<file path="src/rtl/bvm_pkg.sv">
// ----------------------------------------------------------------------------
// bvm_pkg
// Shared types and constants for the battery voltage monitor: configuration
// register map, reset values and fixed voltage breakpoints.
// ----------------------------------------------------------------------------
package bvm_pkg;

    localparam int FRAC_BITS_DEF = 8;

    localparam int MV_W       = 14;
    localparam int STEP_W     = 10;
    localparam int PCT_W      = 7;
    localparam int CFG_IDX_W  = 3;
    localparam int CFG_DATA_W = 14;

    localparam logic [MV_W-1:0]  MV_ZERO_PCT   = 14'd3300;
    localparam logic [MV_W-1:0]  MV_FULL_PCT   = 14'd4200;
    localparam logic [MV_W-1:0]  MV_ENTRY_CHG  = 14'd4150;
    localparam logic [MV_W-1:0]  MV_PREV_VALID = 14'd100;
    localparam logic [MV_W-1:0]  MV_MAX_FIELD  = 14'd16383;
    localparam logic [PCT_W-1:0] PCT_FULL      = 7'd100;

    // floor(x / 9) for x below 1024 as (x * DIV9_M) >> DIV9_K
    localparam int               DIV9_K = 14;
    localparam logic [10:0]      DIV9_M = 11'd1821;

    typedef enum logic [CFG_IDX_W-1:0] {
        CFG_ENTER     = 3'd0,
        CFG_DROP      = 3'd1,
        CFG_MAX       = 3'd2,
        CFG_STEP      = 3'd3,
        CFG_CHG_HIGH  = 3'd4,
        CFG_CHG_LOW   = 3'd5,
        CFG_LOW_PCT   = 3'd6,
        CFG_CRIT_PCT  = 3'd7
    } t_cfg_idx;

    typedef struct packed {
        logic [MV_W-1:0]   enter_mv;
        logic [MV_W-1:0]   drop_mv;
        logic [MV_W-1:0]   max_mv;
        logic [STEP_W-1:0] step_mv;
        logic [MV_W-1:0]   charge_high_mv;
        logic [MV_W-1:0]   charge_low_mv;
        logic [PCT_W-1:0]  low_percent;
        logic [PCT_W-1:0]  critical_percent;
    } t_cfg;

    localparam t_cfg CFG_RESET = '{
        enter_mv:         14'd3000,
        drop_mv:          14'd2800,
        max_mv:           14'd4800,
        step_mv:          10'd35,
        charge_high_mv:   14'd4160,
        charge_low_mv:    14'd3400,
        low_percent:      7'd20,
        critical_percent: 7'd10
    };

endpackage

</file>
<file path="src/rtl/bvm_level.sv">
// ----------------------------------------------------------------------------
// bvm_level
// Linear map of the filtered voltage to a rounded 0-100 percent charge level.
// ----------------------------------------------------------------------------
module bvm_level #(
    parameter int FRAC_BITS = bvm_pkg::FRAC_BITS_DEF
) (
    input  logic [bvm_pkg::MV_W+FRAC_BITS-1:0] i_filt,
    output logic [bvm_pkg::PCT_W-1:0]          o_percent
);

    localparam int FW = bvm_pkg::MV_W + FRAC_BITS;
    localparam logic [FW-1:0] LO_Q    = FW'(bvm_pkg::MV_ZERO_PCT) << FRAC_BITS;
    localparam logic [FW-1:0] HI_Q    = FW'(bvm_pkg::MV_FULL_PCT) << FRAC_BITS;
    localparam logic [FW:0]   ROUND_Q = (FW+1)'(9) << (FRAC_BITS - 1);

    logic [FW-1:0] delta;
    logic [FW:0]   num;
    logic [9:0]    coarse;
    logic [20:0]   prod;

    // percent = (d*100 + span/2) / span with span = 900 mV, i.e. (d + 4.5 mV) / 9 mV
    always_comb begin
        delta  = i_filt - LO_Q;
        num    = {1'b0, delta} + ROUND_Q;
        coarse = num[FRAC_BITS +: 10];
        prod   = 21'(coarse) * 21'(bvm_pkg::DIV9_M);
        if (i_filt <= LO_Q) begin
            o_percent = '0;
        end else if (i_filt >= HI_Q) begin
            o_percent = bvm_pkg::PCT_FULL;
        end else begin
            o_percent = prod[bvm_pkg::DIV9_K +: bvm_pkg::PCT_W];
        end
    end

endmodule
</file>
<file path="config.mk">
export PLATFORM = sky130hd
export DESIGN_NAME = bvm_level
export DESIGN_NICKNAME = d
export VERILOG_FILES = /design/src/rtl/bvm_pkg.sv /design/src/rtl/bvm_level.sv
export SDC_FILE = /design/constraint.sdc
export NUM_CORES = 1
export LEC_CHECK = 0
export ABC_AREA = 1
export CORE_AREA = 2 2 106 108
export DETAILED_ROUTE_END_ITERATION = 10
export DIE_AREA = 0 0 108 110
export DONT_BUFFER_PORTS = 1
export PLACE_DENSITY = 0.46
export SYNTH_ARGS = -nofsm -noshare
export SYNTH_HDL_FRONTEND = slang
export SYNTH_SLANG_ARGS = --single-unit
</file>
<file path="constraint.sdc">
create_clock -name vclk -period 6.6
set_input_delay 0.33 -clock vclk [all_inputs]
set_output_delay 0.33 -clock vclk [all_outputs]
set_load 0.005 [all_outputs]
</file>
# Yosys cells after proc, flatten, opt, wreduce, memory -nomap -nowiden
# Index checks and enable logic that the tools add are counted.
[op_classes]
n_addsub = 2
n_mul = 1
n_mux = 2
n_lt_le_gt_ge = 2
[op_table]
columns = ["cell", "count"]
rows = [
  ["$ge A22 B21 Y1 const B", 1],
  ["$le A22 B20 Y1 const B", 1],
  ["$mul A10 B11 Y21 const B", 1],
  ["$add A18 B11 Y18 const B", 1],
  ["$sub A18 B16 Y18 const B", 1],
  ["$mux W7", 2],
]
[word_totals]
reg_bits = 0
inputBits = 22
wordCells = 7
out_inout_bits = 7

# Longest topological paths before layout
[depth]
depth_word = 5
ltp_mapped = 30
mapped_depth_nobuf = 30

# Worst setup path after synthesis
# OpenSTA, ideal clock, no wires.
[synth_path]
path_kind = "input to output"
startpoint = "input port i_filt[7] (netlist bit)"
endpoint = "output port o_percent[4] (netlist bit)"
path_buffers = 0
setup_slack_ns = 1.560
t_required_ns = 6.270
path_stages = 24
arrival_ns = 4.710
path_cell_list = "ha_1 -> nand3_1 -> nor2_1 -> nand2_1 -> nand2_1 -> nand2_1 -> nand2_1 -> xor2_2 -> inv_1 -> ha_1 -> fa_1 -> inv_1 -> fa_1 -> inv_1 -> fa_1 -> ha_1 -> ha_1 -> nand2_1 -> inv_1 -> a21oi_1 -> nor3_1 -> a211oi_1 -> a21oi_1 -> nor2_1"
[synth_via]
elab_chain_cells = 5
word_cells_on_any_way = 7
classes_between = "add/sub (2); mul (1); order compare (2); mux (2)"
[synth_lines]
columns = ["item", "line", "rtl"]
rows = [
  ["start, declared", "bvm_level.sv:8", "input logic [bvm_pkg::MV_W+FRAC_BITS-1:0] i_filt,"],
  ["$sub A18 B16 Y18", "bvm_level.sv:24", "delta = i_filt - LO_Q;"],
  ["$add A18 B11 Y18", "bvm_level.sv:25", "num = {1'b0, delta} + ROUND_Q;"],
  ["$mul A10 B11 Y21", "bvm_level.sv:27", "prod = 21'(coarse) * 21'(bvm_pkg::DIV9_M);"],
  ["$mux W7", "bvm_level.sv:30", "end else if (i_filt >= HI_Q) begin"],
  ["$mux W7 *", "bvm_level.sv:28", "if (i_filt <= LO_Q) begin"],
  ["end, declared", "bvm_level.sv:9", "output logic [bvm_pkg::PCT_W-1:0] o_percent"],
]
# Mark *: on every way between the ends. The rest lies on a longest branch, timed or not.

# Worst setup path in the final report
# Same ends and word-level chain as after synthesis.

==> metrics <==
initial antenna violation count=0; combinational power share=100.0%; dpl ws=1.09 ns; maxcap violations=0; sw frac=approximately three fifths; Starting Density=between 20 and 25%; status=finished, final reports clean; setup_tns=0 ns; Synth Net Count=about 480; net switching power=0.719 mW; vias in the first global route=approximately 2100; routability cong.=0.885; Synth top area share=between 30% and 40%; layout cells sized above 1=4.17%; hold buffers post-CTS=0; layout net count=roughly 480; setup violators final=0; count leader, synth=inv_1; Yosys warning count=0; worst path arrival time=around 5.2 ns; # diodes=0; total congestion overflow=0; FP Rows=38; Die Wd=between 100 and 150 um; CTS resizes=0; Final Critical Period=about 5.5 ns; clock buffer count=0; CP max FO=4; post-CTS setup buffers=0; number of I/O port buffers=0; clock network fraction of total power=0%; Worst Hold Launch=i_filt[19]; Routed WL=6040 um; Wirelength per Cell=between 10 and 15 um; Tot GR Track Use=a little over a tenth; sequential share of the synthesized area=0%; Int Pwr=between 0.4 and 0.5 mW; CP max-delay cell=fa_1; Slowest Stage Delay on Critical Path=roughly 0.56 ns; worst-margin pin slew=~0.59 ns; final period utilization=83.3%; core area=around 11000 um^2; Synth cell types=27; Critical Path, Cell by Cell=ha_1, nand3_1, nor2_1, nand2_1, nand2_1, nand2_1, nand2_1, xor2_2, inv_1, ha_1, fa_1, inv_1, fa_1, inv_1, fa_1, ha_1, ha_1, nand2_1, inv_1, a21oi_1, nor3_1, a211oi_1, a21oi_1, nor2_1; WS Path Type=input pin to primary output; Hold WS=1.13 ns; Core Util, Final=approximately 26%; Residual DRC=0; pin count of the biggest net entering global routing=7; HP Class=input pin to primary output; IO Pins=29; Post-Syn Area per Cell=approximately 7.2 um^2; DPL Wire Length=roughly 5700 um; Hold Vio Cnt, Final=0; DRT Pass-1 Iters=5; largest area contributor in the netlist=ha_1; Antenna Nets Post-Route=0; Max Freq=around 0.18 GHz; Layout area overhead=6.73%; Req. time, crit path=roughly 6.3 ns; first-pass GRT wire length=10100 um; First DRT Iteration DRCs=slightly below 80; FFs & Latches=0; Vias=between 2000 and 2500; Mapped Cells=360; Setup crit start kind=input pin; Synth top cells by count=93 x inv_1, 67 x ha_1, 55 x nand2_1; CP startpoint=i_filt[7]; sequential cell area=0 um^2; Netlist Area Pre-Place=about 2600 um^2; Final Slew Violations=0; most used cell, CP=nand2_1; die height=roughly 110 um; Die ar.=11900 um^2; VDD IR max=~0.14 mV; relative slew slack=between 60% and 70%; unrepaired setup endpoints after global routing=no; Synth area leaders=ha_1 32%, fa_1 22%, inv_1 13%; final setup margin=1.10 ns; Seq pwr share=0%; Vias/cell=between 4 and 5; LEAKAGE=1.59 nW; Crit path max-delay family=adder cells; endpoint type of the worst setup path=primary output; Buf+Inv Stages, Crit Path=4; Pwr per Cell Area=about 420 nW/um^2
[kinds of logic after synthesis]
family | share of synthesized area [%]
simple gates | 20.6
buf+inv | 14.0
fa+ha+maj | 53.7
compound gates | 8.36
xor+xnor | 3.32
[cell type report]
type | instances | area, um^2
fillers | 1211 | 7920
multi-input cells | 263 | 2240
inverters | 97 | 364
well taps | 140 | 175
[power by group through the flow]
stage	clock (mW)	combinational [mW]	sequential, mW
floorplan	0	0.919	0
global placement	0	1.18	0
detailed placement	0	1.17	0
CTS	0	1.18	0
global route	0	1.37	0
finish	0	1.16	0
[metrics by stage]
stage               total power, mW  std cells  cell area [um^2]
floorplan                     0.919        360              2600
global placement               1.18        500              2780
detailed placement             1.17        500              2780
CTS                            1.18        500              2780
global route                   1.37        500              2780
finish                         1.16        500              2780
[worst paths after layout]
| kind | to | slack, ns | depth (start not counted) |
|---|---|---|---|
| worst max-delay path | o_percent[4] | 1.10 | 24 |
| worst min-delay path | o_percent[6] | 1.13 | 6 |
[routing by layer]
metal / vias up / GRT usage [%] / wire length (um)
met2: 33 / 18.4 / 2850
li1: 1136 / - / -
met4: 0 / 1.37 / 73
met1: 936 / 14.9 / 2940
met5: - / 0 / 0
met3: 4 / 0.529 / 172
[cells in the final DEF (no fill, tap or decap)]
cell type / Yosys / routed
a211oi_1: 2 / 2
a21o_1: 6 / 6
a21oi_1: 14 / 14
a21oi_2: 1 / 1
a221oi_1: 1 / 1
a31oi_1: 2 / 2
fa_1: 28 / 28
ha_1: 67 / 67
inv_1: 93 / 93
inv_2: 4 / 4
nand2_1: 55 / 55
nand2_2: 5 / 5
nand3_1: 12 / 12
nand3_2: 3 / 3
nand4_1: 6 / 6
nor2_1: 36 / 36
nor2_2: 1 / 1
nor3_1: 1 / 1
nor4_1: 4 / 4
o211ai_1: 1 / 1
o21a_1: 1 / 1
o21ai_0: 3 / 3
o21ai_1: 4 / 4
o21bai_1: 1 / 1
xnor2_1: 3 / 3
xor2_1: 5 / 5
xor2_2: 1 / 1
Power figures use the tool's default switching activity.
